$ cat config.mk
export PLATFORM = sky130hd
export DESIGN_NAME = mvm_back_flat
export DESIGN_NICKNAME = d
export VERILOG_FILES = /design/src/rtl/core/mvm_pkg.sv /design/src/rtl/core/mvm_out_if.sv /design/src/rtl/core/mvm_back.sv /design/src/flat_wrapper.sv
export SDC_FILE = /design/constraint.sdc
export NUM_CORES = 1
export LEC_CHECK = 0
export ABC_CLOCK_PERIOD_IN_PS = 5810
export BUFFER_PORTS_ARGS = -buffer_cell sky130_fd_sc_hd__buf_4
export CORE_MARGIN = 2
export CORE_UTILIZATION = 27
export CTS_CLUSTER_DIAMETER = 200
export CTS_CLUSTER_SIZE = 12
export DETAILED_ROUTE_END_ITERATION = 7
export PLACE_DENSITY = 0.48
export SETUP_SLACK_MARGIN = 0.5
export SYNTH_ARGS = -nofsm -noshare
export SYNTH_HDL_FRONTEND = slang
export SYNTH_SLANG_ARGS = --single-unit
$ cat constraint.sdc
create_clock -name clk -period 5.81 [get_ports clk]
set_clock_uncertainty 0.05 [all_clocks]
set_input_delay 0.2905 -clock clk [delete_from_list [all_inputs] [get_ports clk]]
set_output_delay 0.2905 -clock clk [all_outputs]
set_load 0.05 [all_outputs]
$ cat src/rtl/core/mvm_pkg.sv
`default_nettype none
package mvm_pkg;

  // Field widths.
  localparam int VALUE_W = 16;
  localparam int PROD_W  = 32;
  localparam int SUM_W   = 40;
  localparam int COL_W   = 8;
  localparam int ROW_W   = 8;
  localparam int SIZE_W  = 9;

  // Depth of the queue between the front and the back.
  localparam int QUEUE_DEPTH = 4;
  localparam int QPTR_W      = $clog2(QUEUE_DEPTH);
  localparam int QCNT_W      = $clog2(QUEUE_DEPTH + 1);

  // Request kinds.
  typedef enum logic {
    REQ_LOAD   = 1'b0,
    REQ_MATRIX = 1'b1
  } req_kind_t;

  // Register indexes on the configuration port.
  typedef enum logic {
    REG_NUM_ROWS = 1'b0,
    REG_NUM_COLS = 1'b1
  } reg_index_t;

  // Effective sizes, already clamped to their legal ranges.
  typedef struct packed {
    logic [SIZE_W-1:0] cols;
    logic [SIZE_W-1:0] rows;
  } sizes_t;

  // One matrix element with its vector operand, ready to multiply.
  typedef struct packed {
    logic signed [VALUE_W-1:0] mat_value;
    logic signed [VALUE_W-1:0] vec_value;
    logic                      last_col;
  } mac_op_t;

endpackage
`default_nettype wire

$ cat src/rtl/core/mvm_out_if.sv
`default_nettype none
interface mvm_out_if;
  logic                             valid;
  logic                             ready;
  logic signed [mvm_pkg::SUM_W-1:0] row_sum;
  logic [mvm_pkg::ROW_W-1:0]        row_index;
  logic                             last_row;

  modport source (output valid, output row_sum, output row_index, output last_row,
                  input ready);
  modport sink   (input valid, input row_sum, input row_index, input last_row,
                  output ready);
endinterface
`default_nettype wire

$ cat src/rtl/core/mvm_back.sv
`default_nettype none
module mvm_back (
  input  wire logic             clk,
  input  wire logic             rst,
  input  wire logic             restart,
  input  wire mvm_pkg::sizes_t  sizes,
  input  wire mvm_pkg::mac_op_t pop_op,
  input  wire logic             not_empty,
  output logic                  pop,
  mvm_out_if.source             result
);
  import mvm_pkg::*;

  logic                     m_valid;
  logic signed [PROD_W-1:0] m_prod;
  logic                     m_last;
  logic signed [SUM_W-1:0]  running_sum;
  logic signed [SUM_W-1:0]  sum_next;
  logic [ROW_W-1:0]         current_row;
  logic                     row_is_last;
  logic                     out_valid;
  logic                     out_free;
  logic                     acc_take;
  logic                     emit;

  // Output slot is free when empty or being taken this cycle.
  assign out_free    = !out_valid || result.ready;
  assign acc_take    = m_valid && (!m_last || out_free);
  assign emit        = acc_take && m_last;
  assign pop         = not_empty && (!m_valid || acc_take);
  assign sum_next    = running_sum + SUM_W'(m_prod);
  assign row_is_last = ({1'b0, current_row} >= (sizes.rows - SIZE_W'(1)));

  // Multiply stage.
  always_ff @(posedge clk) begin
    if (pop) begin
      m_prod <= pop_op.mat_value * pop_op.vec_value;
      m_last <= pop_op.last_col;
    end
  end

  always_ff @(posedge clk) begin
    if (rst) begin
      m_valid <= 1'b0;
    end else if (pop) begin
      m_valid <= 1'b1;
    end else if (acc_take) begin
      m_valid <= 1'b0;
    end
  end

  // Accumulate stage; the last column closes the row.
  always_ff @(posedge clk) begin
    if (rst || restart) begin
      running_sum <= '0;
      current_row <= '0;
    end else if (acc_take) begin
      if (m_last) begin
        running_sum <= '0;
        current_row <= row_is_last ? '0 : current_row + ROW_W'(1);
      end else begin
        running_sum <= sum_next;
      end
    end
  end

  // Result register.
  always_ff @(posedge clk) begin
    if (emit) begin
      result.row_sum   <= sum_next;
      result.row_index <= current_row;
      result.last_row  <= row_is_last;
    end
  end

  always_ff @(posedge clk) begin
    if (rst) begin
      out_valid <= 1'b0;
    end else if (emit) begin
      out_valid <= 1'b1;
    end else if (result.ready) begin
      out_valid <= 1'b0;
    end
  end

  assign result.valid = out_valid;

endmodule
`default_nettype wire

$ cat src/flat_wrapper.sv
// flat-port wrapper written by rule: the top's interface ports become plain ports
module mvm_back_flat import mvm_pkg::*;
  (clk, rst, restart, sizes, pop_op, not_empty, pop, result_valid, result_row_sum, result_row_index, result_last_row, result_ready);
  mvm_out_if result_i ();
  input  wire logic clk;
  input  wire logic rst;
  input  wire logic restart;
  input  wire mvm_pkg::sizes_t sizes;
  input  wire mvm_pkg::mac_op_t pop_op;
  input  wire logic not_empty;
  output logic pop;
  output wire logic [$bits(result_i.valid)-1:0] result_valid;
  output wire logic [$bits(result_i.row_sum)-1:0] result_row_sum;
  output wire logic [$bits(result_i.row_index)-1:0] result_row_index;
  output wire logic [$bits(result_i.last_row)-1:0] result_last_row;
  input wire logic [$bits(result_i.ready)-1:0] result_ready;
  assign result_valid = result_i.valid;
  assign result_row_sum = result_i.row_sum;
  assign result_row_index = result_i.row_index;
  assign result_last_row = result_i.last_row;
  assign result_i.ready = result_ready;
  mvm_back u_core (.clk(clk), .rst(rst), .restart(restart), .sizes(sizes), .pop_op(pop_op), .not_empty(not_empty), .pop(pop), .result(result_i));
endmodule
Word-level counts from Yosys, hierarchy flattened
Cells that the tools add are included.
- flip-flop bits (word level): 132
- latch bits: 0
- bits in writable memories: 0
- bits in read-only memories: 0
- input bits: 56
- logic and storage cells: 33
- memories kept: 0
- $add $sub $neg: 3
- multipliers: 1
- div/mod/pow operators: 0
- magnitude comparators: 1
- eq/ne operators: 0
- shifts and indexed selects: 0
- multiplexer cells: 6
- bitwise logic cells: 0
- reduce and logical (&&, ||, !) cells: 13
- operator list (cell ; number):
    $add A40 B32 Y40 ; 1
    $mux W40 ; 1
    $mul A16 B16 Y32 ; 1
    $ge A8 B9 Y1 ; 1
    $sub A9 B1 Y9 const B ; 1
    $add A8 B1 Y8 const B ; 1
    $mux W8 ; 1
    $logic_or A1 B1 Y1 ; 4
    $mux W1 ; 4
    $reduce_bool A2 Y1 ; 2
    $logic_and A1 B1 Y1 ; 3
    $logic_not A1 Y1 ; 3
    $reduce_and A2 Y1 ; 1

Depth between registers and ports, before layout
- word-level depth: 7
- gate-level depth with buffers: 25

Worst setup path after synthesis
No wires, ideal clock.
- kind: input to register
- start point: in pop_op[27] (netlist bit)
- end point: reg u_core.m_prod[30], data pin
- setup time: 0.258 ns
- data arrival time: 5.796 ns
- required time: 5.502 ns
- path slack: -0.294 ns
- stages: 24
- buffers on the path: 1
- cell sequence: clkbuf_1 > nand2_1 > fa_1 > fa_1 > inv_1 > fa_1 > inv_1 > fa_1 > inv_1 > fa_1 > inv_1 > fa_1 > inv_1 > ha_1 > a21o_1 > a21oi_1 > nor2b_1 > a311oi_1 > a211oi_1 > nor3_1 > o21ai_0 > a31o_2 > a21oi_1 > xnor2_1
- cells in the longest elaborated chain, start to end: 1
- RTL lines (item ; RTL line ; text):
    start, declared ; flat_wrapper.sv:9 ; input wire mvm_pkg::mac_op_t pop_op;
    $mul A16 B16 Y32 ; mvm_back.sv:37 ; m_prod <= pop_op.mat_value * pop_op.vec_value;
    end signal, assigned ; mvm_back.sv:37 ;
    end, declared ; mvm_back.sv:15 ; logic signed [PROD_W-1:0] m_prod;
Every way passes these cells.
A chain may end at the register's enable or synchronous reset.

Worst setup path after layout
- start point: in pop_op[5] (netlist bit)
- end point: reg u_core.m_prod[23], data pin
The elaborated chain is that of the path after synthesis.

==> reports/results.tsv <==
metric	value	unit
hpwl	34000	µm
worstMarginPinSlew	1250	ps
grt-ovfl-total	0	
track_usage	13.3	%
post-route-cell-area	19900	µm²
fin_cells	2654	
place_inst	2608	
io_buffer_count	97	
syn-num-nets	2119	
synth_cells	1669	
max_freq	181	MHz
postLayoutCoreUtil	33.1	%
fp.dieW	250	µm
place_area	18900	µm²
grt_pass1_vias	12500	
grt_antenna_before_repair	0	
netlist_area	16300	µm²
crit_fanout	8	
clk_latency	420	ps
synth_xor_area_share	4.56	%
ys_types	62	
path_clk_slew	60	ps
setup_viol	0	
cp.required	5930	ps
hp-class	primary input to flip-flop	
cts_buffers	17	
core-area	60100	µm²
finalCritPeriodShare	94.8	%
viasPerCell	4.40	
yosys.area_share.simple	13.4	%
synthArstFlopShare	0	%
dieArea	62500	µm²
worst_setup_path_start_kind	primary input	
synthAdderAreaFrac	42.3	%
clkSinkCount	132	
cts_tree	done	
fin_nets	2309	
synthTopCellsByCount	320 x inv_1, 263 x fa_1, 171 x nand2_1, 131 x ha_1, 117 x and2_1	
synth_flop_cell	edfxtp_1	
first_iter_violations	453	
final_layout_size_suffix_gt1_share	18.5	%
routedWlPerCell	15.1	µm
synth-compound-area-share	10.0	%
via_count	11700	
initial_core_util	27.2	%
grt_max_degree	35	
endpoint_kind	flip-flop	
wirelength	40200	µm
syn2layout_area_growth	21.9	%
hold_violations	0	
pin_count	107	
finalSetupTns	0	ps
drcViolationCount	0	
synth_edf_count	82	
cts_root_buf	clkbuf_16	
ys_top_cells_by_area	fa_1 32%, edfxtp_1 15%, ha_1 10%	
ys_ff_latch	132	
synth.top_cell.area_share	32.2	%
syn_avg_cell_area	9.79	µm²
fp.dieH	250	µm
antenna_cells	0	
htree_levels	4	
synth_top_family_by_area	adder cells	
maxSlewViolCount	0	
grt_pass1_wl	67000	µm
synthMuxAreaShare	0	%
synth.largest_area_cell	fa_1	
cts.path.max_buffers	2	
worstSetupPathType	primary input to flip-flop	
ys_warn_count	0	
crit_arrival	5630	ps
slew_headroom	16.5	%
yosysSeqAreaShare	21.2	%
yosysMostFrequentCell	inv_1	
drtPass1Iterations	5	
ant_nets	0	
gp_congestion	0.863	
rsz0062_at_grt	true	
status	completed	
drv_cap	0	
fin_crit	5510	ps
num_rows	90	
-- final timing paths --
path,start,end,slack (ps),depth (start not counted)
setup reg to reg,u_core.m_prod[0]$_DFFE_PP_,u_core.running_sum[38]$_SDFFE_PP0P_,2380,12
setup / recovery,pop_op[5],u_core.m_prod[23]$_DFFE_PP_,300,25
hold / removal,rst,u_core.result.valid$_SDFFE_PP0P_,30,2
hold reg to reg,u_core.running_sum[0]$_SDFFE_PP0P_,u_core.running_sum[0]$_SDFFE_PP0P_,410,2
-- critical path, cell delays in order --
cell	delay [ps]
buf_4	130
buf_6	130
and2_1	170
fa_1	540
inv_1	60
fa_1	470
fa_1	510
inv_1	60
fa_1	450
fa_1	490
inv_1	50
fa_1	480
inv_1	70
ha_4	230
a21o_1	180
a31oi_1	120
o21ai_1	90
a41o_4	270
buf_6	120
or2b_1	130
nand2_1	60
a21oi_2	160
o21bai_1	90
a211oi_1	220
nor2_1	70
-- flip-flops by register name (all words and copies together), names as in the netlist --
| register | count |
|---|---|
| u_core.current_row | 8 |
| u_core.m_last | 1 |
| u_core.m_prod | 32 |
| u_core.m_valid | 1 |
| u_core.result.last_row | 1 |
| u_core.result.row_index | 8 |
| u_core.result.row_sum | 40 |
| u_core.result.valid | 1 |
| u_core.running_sum | 40 |
-- layer usage --
| layer | GRT usage [%] | part of all wire, % | wire, µm | vias up |
|---|---|---|---|---|
| met5 | 0 | 0 | 0 | - |
| met4 | 2.40 | 0.84 | 338 | 0 |
| met3 | 1.37 | 3.5 | 1390 | 22 |
| met2 | 21.5 | 45 | 18000 | 217 |
| met1 | 19.4 | 51 | 20500 | 5740 |
| li1 | - | - | - | 5689 |
-- what timing repair did --
| item | 4_1_cts | 5_1_grt |
|---|---|---|
| pin swaps | 43 | 47 |
| setup buffers | 6 | 6 |
| hold endpoints to repair | 1 | 0 |
| gates cloned | 1 | 0 |
| gates resized for setup | 41 | 40 |
| hold buffers | 1 | 0 |
| endpoints found under the setup margin | 13 | 16 |
-- cell families (layout without fill, tap and decap cells) --
| kind of cell | after synthesis | in the layout |
|---|---|---|
| compound gates | 236 | 236 |
| xor+xnor | 85 | 85 |
| fa+ha+maj | 394 | 394 |
| buf+inv | 373 | 576 |
| flops | 132 | 132 |
| simple gates | 449 | 449 |
-- metrics by stage --
stage	setup WS, ps	hold slack (ps)
finish	300	25.1
global route	54.5	10.2
CTS	258	5.78
detailed placement	-322	406
global placement	-298	393
floorplan	229	310
-- area by class of cell --
class / instances / area [µm²]
Multi-Input combinational cell: 1164 / 11900
Inverter: 320 / 1200
Sequential cell: 132 / 3460
Tap cell: 782 / 978
Timing Repair Buffer: 224 / 1810
Clock buffer: 21 / 450
Clock inverter: 11 / 135
Fill cell: 6269 / 40200
-- layout by cell type (no fill, tap or decap), drive strengths merged, types with 3 or more instances in the layout --
master	n
inv	320
fa	263
buf	223
nand2	171
ha	131
and2	117
edfxtp	82
nor2	65
a21oi	64
xnor2	54
dfxtp	50
o21ai	36
a21o	33
xor2	31
a22oi	22
nand3	22
clkbuf	21
nor3	19
nand2b	15
o21bai	14
a22o	13
nand4	11
a211oi	10
and3	8
a31oi	8
nor2b	7
o21a	6
a211o	5
clkinv	5
and4	3
o22ai	3
bufinv	3
clkinvlp	3
o31ai	3
or2	3
Power is not shown: default switching activity piles up to over one toggle a cycle in this logic, so the estimate is an artifact.
