==> src/rtl/core/mvm_pkg.sv <==
`default_nettype none
package mvm_pkg;

  // Field widths.
  localparam int VALUE_W = 16;
  localparam int PROD_W  = 32;
  localparam int SUM_W   = 40;
  localparam int COL_W   = 8;
  localparam int ROW_W   = 8;
  localparam int SIZE_W  = 9;

  // Depth of the queue between the front and the back.
  localparam int QUEUE_DEPTH = 4;
  localparam int QPTR_W      = $clog2(QUEUE_DEPTH);
  localparam int QCNT_W      = $clog2(QUEUE_DEPTH + 1);

  // Request kinds.
  typedef enum logic {
    REQ_LOAD   = 1'b0,
    REQ_MATRIX = 1'b1
  } req_kind_t;

  // Register indexes on the configuration port.
  typedef enum logic {
    REG_NUM_ROWS = 1'b0,
    REG_NUM_COLS = 1'b1
  } reg_index_t;

  // Effective sizes, already clamped to their legal ranges.
  typedef struct packed {
    logic [SIZE_W-1:0] cols;
    logic [SIZE_W-1:0] rows;
  } sizes_t;

  // One matrix element with its vector operand, ready to multiply.
  typedef struct packed {
    logic signed [VALUE_W-1:0] mat_value;
    logic signed [VALUE_W-1:0] vec_value;
    logic                      last_col;
  } mac_op_t;

endpackage
`default_nettype wire

==> src/rtl/core/mvm_queue.sv <==
`default_nettype none
module mvm_queue (
  input  wire logic             clk,
  input  wire logic             rst,
  input  wire logic             push,
  input  wire mvm_pkg::mac_op_t push_op,
  output logic                  full,
  input  wire logic             pop,
  output mvm_pkg::mac_op_t      pop_op,
  output logic                  not_empty
);
  import mvm_pkg::*;

  mac_op_t            slots [QUEUE_DEPTH];
  logic [QPTR_W-1:0]  wr_ptr;
  logic [QPTR_W-1:0]  rd_ptr;
  logic [QCNT_W-1:0]  count;

  assign full      = (count == QCNT_W'(QUEUE_DEPTH));
  assign not_empty = (count != '0);
  assign pop_op    = slots[rd_ptr];

  // Entry storage.
  always_ff @(posedge clk) begin
    if (push) begin
      slots[wr_ptr] <= push_op;
    end
  end

  // Pointers and fill count.
  always_ff @(posedge clk) begin
    if (rst) begin
      wr_ptr <= '0;
      rd_ptr <= '0;
      count  <= '0;
    end else begin
      if (push) begin
        wr_ptr <= (wr_ptr == QPTR_W'(QUEUE_DEPTH - 1)) ? '0 : wr_ptr + QPTR_W'(1);
      end
      if (pop) begin
        rd_ptr <= (rd_ptr == QPTR_W'(QUEUE_DEPTH - 1)) ? '0 : rd_ptr + QPTR_W'(1);
      end
      if (push && !pop) begin
        count <= count + QCNT_W'(1);
      end else if (pop && !push) begin
        count <= count - QCNT_W'(1);
      end
    end
  end

endmodule
`default_nettype wire

==> config.mk <==
export PLATFORM = sky130hd
export DESIGN_NAME = mvm_queue
export DESIGN_NICKNAME = d
export VERILOG_FILES = /design/src/rtl/core/mvm_pkg.sv /design/src/rtl/core/mvm_queue.sv
export SDC_FILE = /design/constraint.sdc
export NUM_CORES = 1
export LEC_CHECK = 0
export ABC_AREA = 1
export BUFFER_PORTS_ARGS = -buffer_cell sky130_fd_sc_hd__buf_2
export CORE_MARGIN = 2
export CORE_UTILIZATION = 31
export DETAILED_ROUTE_END_ITERATION = 12
export GPL_TIMING_DRIVEN = 0
export PLACE_DENSITY = 0.48
export REMOVE_ABC_BUFFERS = 1
export SYNTH_ARGS = -nofsm -noshare
export SYNTH_HDL_FRONTEND = slang
export SYNTH_SLANG_ARGS = --single-unit
==> constraint.sdc <==
create_clock -name clk -period 1.9 [get_ports clk]
set_input_delay 0.38 -clock clk [delete_from_list [all_inputs] [get_ports clk]]
set_output_delay 0.38 -clock clk [all_outputs]
set_load 0.1 [all_outputs]
Yosys cells after proc, flatten, opt, wreduce, memory -nomap -nowiden
Memory sizes are Yosys's and may differ from the RTL's. A register that Yosys moved wholly into a read port is not among the register bits.
Index checks and enable logic that the tools add are counted.
Storage, ports and cells
  flip-flop bits (word level): 7
  memory bits (writable): 132
  output and inout port bits: 35
  logic and storage cells: 25
  memories: 1
Memories
  slots: words 4, width 33, rd ports 1, clocked after Yosys merged registers in 1, write ports 1, line mvm_queue.sv:14  | mac_op_t slots [QUEUE_DEPTH];
Cells by class
  add/subtract/negate cells: 4
  equality and inequality tests: 3
  mux-type cells: 8
  reductions and logical operators: 6
Operators by type and width (count)
  two-way mux 2 bit: 4
  two-way mux 3 bit: 2
  adder 2 x 1 -> 2 bit, second input constant: 2
  == test 2 bit, second input constant: 2
  adder 3 x 1 -> 3 bit, second input constant: 1
  == test 3 bit, second input constant: 1
  nonzero test 3 bit: 1
  subtractor 3 x 1 -> 3 bit, second input constant: 1
  logical AND 1 bit: 2
  zero test 1 bit: 2
  two-way mux 1 bit: 2
  nonzero test 2 bit: 1

Logic depth before layout (Yosys ltp)
Gate-level depths: netlist of the first run.
  depth after elaboration: 4
  mapped depth: 10
  depth with buffers taken out: 10

Worst setup path before layout of the first run
No wires, ideal clock.
  path type: flip-flop to output port
  start point: register count[0]
  end point: output port full
  arrival time: 2.418 ns
  required time: 1.520 ns
  path slack: -0.898 ns
  cell stages (with the launch flop): 2
  path through: dfxtp_1 -> nor3_1
Between the ends
  longest elaborated chain between the ends: 1
Ends and longest elaborated chain
  start: declaration: line mvm_queue.sv:17  | logic [QCNT_W-1:0] count;
  start signal: assignment: line mvm_queue.sv:44  | count <= count + QCNT_W'(1);
  start signal: assignment: line mvm_queue.sv:46  | count <= count - QCNT_W'(1);
  == test 3 bit: line mvm_queue.sv:19  | assign full = (count == QCNT_W'(QUEUE_DEPTH));
  end: declaration: line mvm_queue.sv:7  | output logic full,
Every way passes these cells.

==> reports/results.ini, run 1 <==
[yosys]
synth.distinct_cells=21
synthTopCellsByArea=edfxtp_1, nor2_1, o21ai_0, o22ai_1, dfxtp_1
synth_enable_flop_cells=132
synth_flop_cell=edfxtp_1
yosys_warnings=0
async_reset_ff_share_pct=0
syn_inst=379
synth-seq-cells=141
synth.yosys.seq_area_share_pct=77.22
yosysMostFrequentCell=edfxtp_1
synth_commonest_cells=edfxtp_1, nor2_1, o21ai_0
synth.largest_area_cell=edfxtp_1
synth_area_per_cell_sq_um=14.16
synth_area_sq_um=5366
synth.top_cell.area_share_pct=73.86

[sta]
finalClockSkew_ps=3.910
fin_ws_ps=-164.1
finalCritPeriodShare_pct=108.6
tightest_slew_ps=876.2
rsz0062_at_grt=true
setup_viol=33
min_period_ps=2064
relSlewSlack_pct=41.50
final-hold-violation-count=0
fmax_mhz=484.5
tns_ps=-3978
slew_viol_final=0

[cells_and_area]
stdcell_area_sq_um=8092
multi_input_area_sq_um=1583
area_growth_pct=50.78
layout-drive-gt1-share_pct=46.94
final_net_count=521
nFillCells=1494
seq_area_sq_um=4151

[die]
die_x_microns=135.6
die-area_sq_um=18380
io_pins=72
fp-row-count=48
start_util_pct=31.35
die_h_microns=135.6
core_sq_um=17120

[detailed_routing]
detail-route-antenna-nets=0
drt_iter0_markers=241
routedWlPerCell_microns=20.18
first_pass_iters=4
viasPerCell=4.838
drt_wl_total_mm=14.45
drc=0
vias=3464

[placement]
dp_hpwl_mm=6.444
place_area_sq_um=5936
routabilityCongestion=0.6934
port_buffers=71

[critical_path]
worst-endpoint-required_ps=1520
startpoint_type=flop
crit_path_end_kind=primary output
r2r_cells=4
arrival_ps=1680
worstPathMaxFanout=8
path_class=flop to primary output

[power_and_ir_drop]
power_density_nw_per_um2=1129
ir_drop_mv=0.6575
p_leak_nw=2.852

[global_routing]
grt_pass1_wl_mm=21.89
grt_pass1_vias=3685
antenna_found_initial=1
grt_usage_pct=16.75
gr-total-overflow=0
grt_max_degree=34

[run]
maxCapViolations=0

[clock_tree]
clkTransAtPathRegs_ps=60
cts_sinks=141
root_buffer=clkbuf_16
clk_path_buf_depth=2
cts_max_level=4
cts_buffers=17
cts_tree=yes
insertion_delay_ps=410

[outcome]
failed_checks=setup timing
status=finished with violations

[worst_hold_path]
min_path_cells=2
min_path_type=primary input to flop

[layer usage]
layer	share of wire (%)	global-route usage (%)	vias up
met5	0	0	-
met4	1.1	5.208	0
met3	5.1	4.415	12
met2	50	28.03	91
met1	43	21.32	1751
li1	-	-	1610
[worst max-delay path, cell delays in order, from the launching register on]
cell and delay (ps):
dfxtp_4 360, buf_12 150, buf_16 170, inv_16 90
nor2_1 40, o22ai_1 180, buf_6 260
[state kept, by name, summed over array words and instances (netlist names), named ones only]
| signal | cells |
|---|---|
| slots | 132 |
| count | 3 |
| rd_ptr | 2 |
| wr_ptr | 2 |
[cell usage in the layout, fill, tap and decap left out, types with 5 or more instances in the layout]
cell type  netlist  routed
o21ai_0         51       6
clkbuf_16        0      17
o21ai_2          0      30
nor2_1          75      47
o21ai_4          0       6
buf_2            7      38
inv_16           0       7
clkinv_2         0       5
o22ai_2          0      21
dfxtp_1          9       7
o22ai_4          0       9
nand2_1          9       9
buf_16           0       6
inv_1           14      10
buf_12           0      39
edfxtp_1       132     132
nor2_2           0      15
ha_1             6       6
o21ai_1         18      27
nor2_4           0      13
[power breakdown]
| part | switching (mW) | leakage, nW | total (mW) | internal (mW) |
|---|---|---|---|---|
| combinational | 1.52 | 1.29 | 2.28 | 0.758 |
| sequential | 0.0564 | 1.29 | 3.60 | 3.55 |
| clock | 1.21 | 0.276 | 3.26 | 2.04 |
[cell type report]
cell class	count	area share, %
Sequential cell	141	51.31
Inverter	16	1.144
Antenna cell	1	0.03093
Multi-Input combinational cell	202	19.56
Timing Repair Buffer	89	14.83
Clock buffer	19	5.350
Tap cell	225	3.479
Timing Repair inverter	10	2.459
Clock inverter	13	1.840
[through the flow]
step / instances / hold slack (ps) / utilization (%) / worst slack, ps / power [mW]
global route: 715 / 167.4 / 47.26 / -205.5 / 9.437
floorplan: 359 / 452.4 / - / -1641 / 4.794
CTS: 717 / 161.4 / 45.96 / -165.8 / 9.104
detailed placement: 659 / 523.4 / 34.68 / -1128 / 5.147
finish: 716 / 167.5 / 47.27 / -164.1 / 9.138
global placement: 655 / 507.2 / 34.20 / -2649 / 5.110
[logic make-up (layout without fill, tap and decap cells)]
| logic type | Yosys count | count (layout) | share of synthesized area (%) |
|---|---|---|---|
| flops | 141 | 141 | 77.22 |
| buf+inv | 36 | 147 | 3.917 |
| xor+xnor | 1 | 1 | 0.1632 |
| simple gates | 89 | 89 | 6.365 |
| fa+ha+maj | 7 | 7 | 1.772 |
| other cells | 0 | 1 | 0 |
| compound gates | 105 | 105 | 10.56 |
[worst paths after layout]
check,startpoint,end,slack [ps]
worst max register to register,wr_ptr[1],slots[1][8],240
worst max-delay path,flop,pop_op[26],-160
worst min register to register,wr_ptr[1],wr_ptr[1],540
worst min-delay path,rst,count[0],170
[what timing repair did]
action	CTS	global route
resized for setup	279	65
setup buffers	10	0
endpoints found under the setup margin	33	33
cloned	16	0
hold buffers	0	0
pin swaps	41	15
Power figures use the tool's default switching activity.
==> run 2: changes to the inputs <==
--- a/config.mk
+++ b/config.mk
@@ -5,7 +5,6 @@
 export SDC_FILE = /design/constraint.sdc
 export NUM_CORES = 1
 export LEC_CHECK = 0
-export ABC_AREA = 1
 export BUFFER_PORTS_ARGS = -buffer_cell sky130_fd_sc_hd__buf_2
 export CORE_MARGIN = 2
 export CORE_UTILIZATION = 31
==> run 2 against run 1 <==
Compared with the run above: the run still ends with setup timing left; register-to-register slack improved by 30 ps; synthesized cell count fell by 43%; hold slack improved by 16 ps; global-route usage fell by 5.2 points; wire length fell by 33%; power fell by 9.4%; critical path depth fell by 3; clock skew barely moved; sequential power barely moved; final cell count fell by 24%; area after synthesis fell by 2.2%; design area fell by 16%; critical endpoint is now pop_op[25].
==> reports/results.ini, run 2 <==
[die]
io_pins=72  ; unchanged
core_sq_um=16580  ; -3.1%
fp-row-count=47  ; -2.1%
die_h_microns=134.1  ; -1.1%
die_x_microns=134.1  ; -1.1%
die-area_sq_um=17990  ; -2.1%
start_util_pct=31.66  ; +0.31 points

[critical_path]
slowest_delay_ps=520  ; +160 ps
arrival_ps=1770  ; +90 ps
cp_top_family=multiplexers
path_class=flop to primary output
worstPathMaxFanout=8  ; unchanged
worst-endpoint-required_ps=1520  ; about the same
cp_cell_sequence=clkbuf_16 > mux4_2 > buf_6
crit_slowest_cell=mux4_2
crit_buf_inv=2  ; -2
startpoint_type=flop
crit_path_end_kind=primary output

[sta]
final-hold-violation-count=0  ; unchanged
min_period_ps=2151  ; +86.68 ps
finalClockSkew_ps=3.707  ; -0.2027 ps
rsz0062_at_grt=true
setup_viol=33  ; unchanged
hold_ws_ps=183.3  ; +15.84 ps
fin_ws_ps=-250.8  ; -86.68 ps
fmax_mhz=464.9  ; -4.0%
relSlewSlack_pct=62.85  ; +21 points
tightest_slew_ps=557.3  ; -319.0 ps
slew_viol_final=0  ; unchanged
finalCritPeriodShare_pct=113.2  ; +4.6 points

[cells_and_area]
layout-drive-gt1-share_pct=44.24  ; -2.7 points
final_common_cell=edfxtp_1
final_net_count=352  ; -32%
largest_reg_flops=132  ; unchanged
largestRegisters=slots x132, count x3
area_growth_pct=29.17
top_register=slots
layout.cells.non_filler=542  ; -24%
layout_common_cells=edfxtp_1, buf_2, mux4_2, buf_6, clkbuf_16

[yosys]
synth.yosys.seq_area_share_pct=78.93  ; +1.7 points
yosysMostFrequentCell=edfxtp_1
synth.distinct_cells=19  ; -9.5%
synth-seq-cells=141  ; unchanged
synth_enable_flop_cells=132  ; unchanged
synthTopCellsByArea=edfxtp_1, mux4_2, dfxtp_1, mux4_1, ha_1
synth.top_cell.area_share_pct=75.50  ; +1.6 points
synth.largest_area_cell=edfxtp_1
yosys_warnings=0  ; unchanged
synth_flop_cell=edfxtp_1
synth_commonest_cells=edfxtp_1, mux4_2, dfxtp_1
syn_inst=217  ; -43%
synth_area_per_cell_sq_um=24.19  ; +71%
async_reset_ff_share_pct=0  ; unchanged
synth_area_sq_um=5250  ; -2.2%

[placement]
placed_cells=506  ; -23%
routabilityCongestion=0.6408  ; -7.6%
port_buffers=71  ; unchanged
dp_hpwl_mm=5.814  ; -9.8%

[detailed_routing]
viasPerCell=4.459  ; -7.8%
detail-route-antenna-nets=0  ; unchanged
drt_wl_total_mm=9.744  ; -33%
vias=2417  ; -30%
drt_iter0_markers=103  ; -57%
drc=0  ; unchanged
first_pass_iters=4  ; unchanged
routedWlPerCell_microns=17.98  ; -11%

[power_and_ir_drop]
combinationalPowerShare_pct=18.1  ; -6.8 points
p_sw_share_pct=27.22  ; -3.3 points
power_density_nw_per_um2=1221  ; +8.1%
p_int_mw=6.024  ; -5.1%
p_leak_nw=2.330  ; -18%
power_switching_mw=2.253  ; -19%
power_frac_seq_pct=43.7  ; +4.3 points
ir_drop_mv=0.6236  ; -5.1%
clkPwrFrac_pct=38.2  ; +2.6 points

[clock_tree]
cts_max_level=4  ; unchanged
cts_tree=yes
root_buffer=clkbuf_16
clk_path_buf_depth=2  ; unchanged
cts_buffers=17  ; unchanged
cts_hold_buf=0  ; unchanged
cts_sinks=141  ; unchanged
insertion_delay_ps=410  ; about the same
clkTransAtPathRegs_ps=50  ; about the same

[outcome]
failed_checks=setup timing
status=finished with violations

[global_routing]
grt_pass1_vias=2558  ; -31%
grt_pass1_wl_mm=14.67  ; -33%
gr-total-overflow=0  ; unchanged
grt_usage_pct=11.52  ; -5.2 points
grt_max_degree=27  ; -21%
antenna_found_initial=0  ; -1

[worst_hold_path]
min_path_type=primary input to flop

[run]
maxCapViolations=0  ; unchanged

[run 2: changes by cell type after synthesis, sizes merged, moves of 3 or more]
cell | previous run | this run
nor3 | 3 | 0
mux4 | 0 | 33
buf | 17 | 7
nor2 | 75 | 7
inv | 16 | 4
mux2i | 0 | 4
o21ai | 69 | 1
o22ai | 33 | 0
nand2 | 9 | 0
and2 | 0 | 4
[run 2: path summary, 6_finish.rpt]
kind	from	to	slack [ps]	cells past startpoint
setup / recovery	flop	pop_op[25]	-250	3
hold / removal	push_op[5]	slots[1][5]	180	1
setup reg to reg	wr_ptr[0]	slots[3][13]	270	3
hold reg to reg	count[2]	count[2]	500	2
[run 2: cell families after synthesis]
kind of cell / count (synthesis) / share of synthesized area (%)
compound gates: 3 / 0.2859
xor+xnor: 2 / 0.3337
fa+ha+maj: 7 / 1.811
buf+inv: 12 / 2.002
flops: 141 / 78.93
mux: 37 / 15.13
simple gates: 15 / 1.501
[run 2: stage by stage]
| stage | worst slack, ps | TNS (ps) | util (%) | power (mW) | cell area, sq um |
|---|---|---|---|---|---|
| final | -250.8 | -7626 | 40.89 | 8.277 | 6782 |
| after global routing | -320.5 | -10040 | 40.88 | 8.576 | 6779 |
| after CTS | -288.3 | -7916 | 40.53 | 8.361 | 6721 |
| after detailed placement | -489.3 | -10300 | 35.78 | 5.023 | 5933 |
| after global placement | -1769 | -143110 | 34.92 | 4.988 | 5791 |
| after floorplan | -1099 | -30190 | - | 4.730 | 5160 |
[run 2: layout make-up]
class	instances	area, sq um
Sequential cell	141	4151
Inverter	4	15.01
Tap cell	220	275.3
Clock inverter	11	123.9
Multi-Input combinational cell	64	994.7
Fill cell	1492	9802
Timing Repair Buffer	80	778.2
Clock buffer	21	440.4
Antenna cell	1	2.502
[run 2: routing by layer]
metal,part of all wire (%),up-vias,global-route usage (%)
met5,0,-,0
met4,2.0,0,5.614
met3,5.3,14,4.384
met2,47,64,17.21
met1,46,1245,14.81
li1,-,1094,-
[run 2: worst register-to-register path, stage by stage (launching register included)]
cell and delay (ps):
dfxtp_1 390, ha_1 190, and2_2 510, buf_16 240
[run 2: power by group through the flow]
stage | Clock (mW) | Sequential [mW] | Combinational (mW)
6_report | 3.17 | 3.61 | 1.50
4_1_cts | 3.25 | 3.61 | 1.50
2_1_floorplan | 0 | 3.69 | 1.04
3_5_place_dp | 0 | 3.69 | 1.33
3_3_place_gp | 0 | 3.72 | 1.27
5_1_grt | 3.38 | 3.63 | 1.57
[run 2: timing repair]
item / CTS / global route
pin swaps: 0 / 0
endpoints found under the setup margin: 33 / 33
cloned: 0 / 2
buffers inserted: 1 / 0
gates resized for setup: 70 / 4
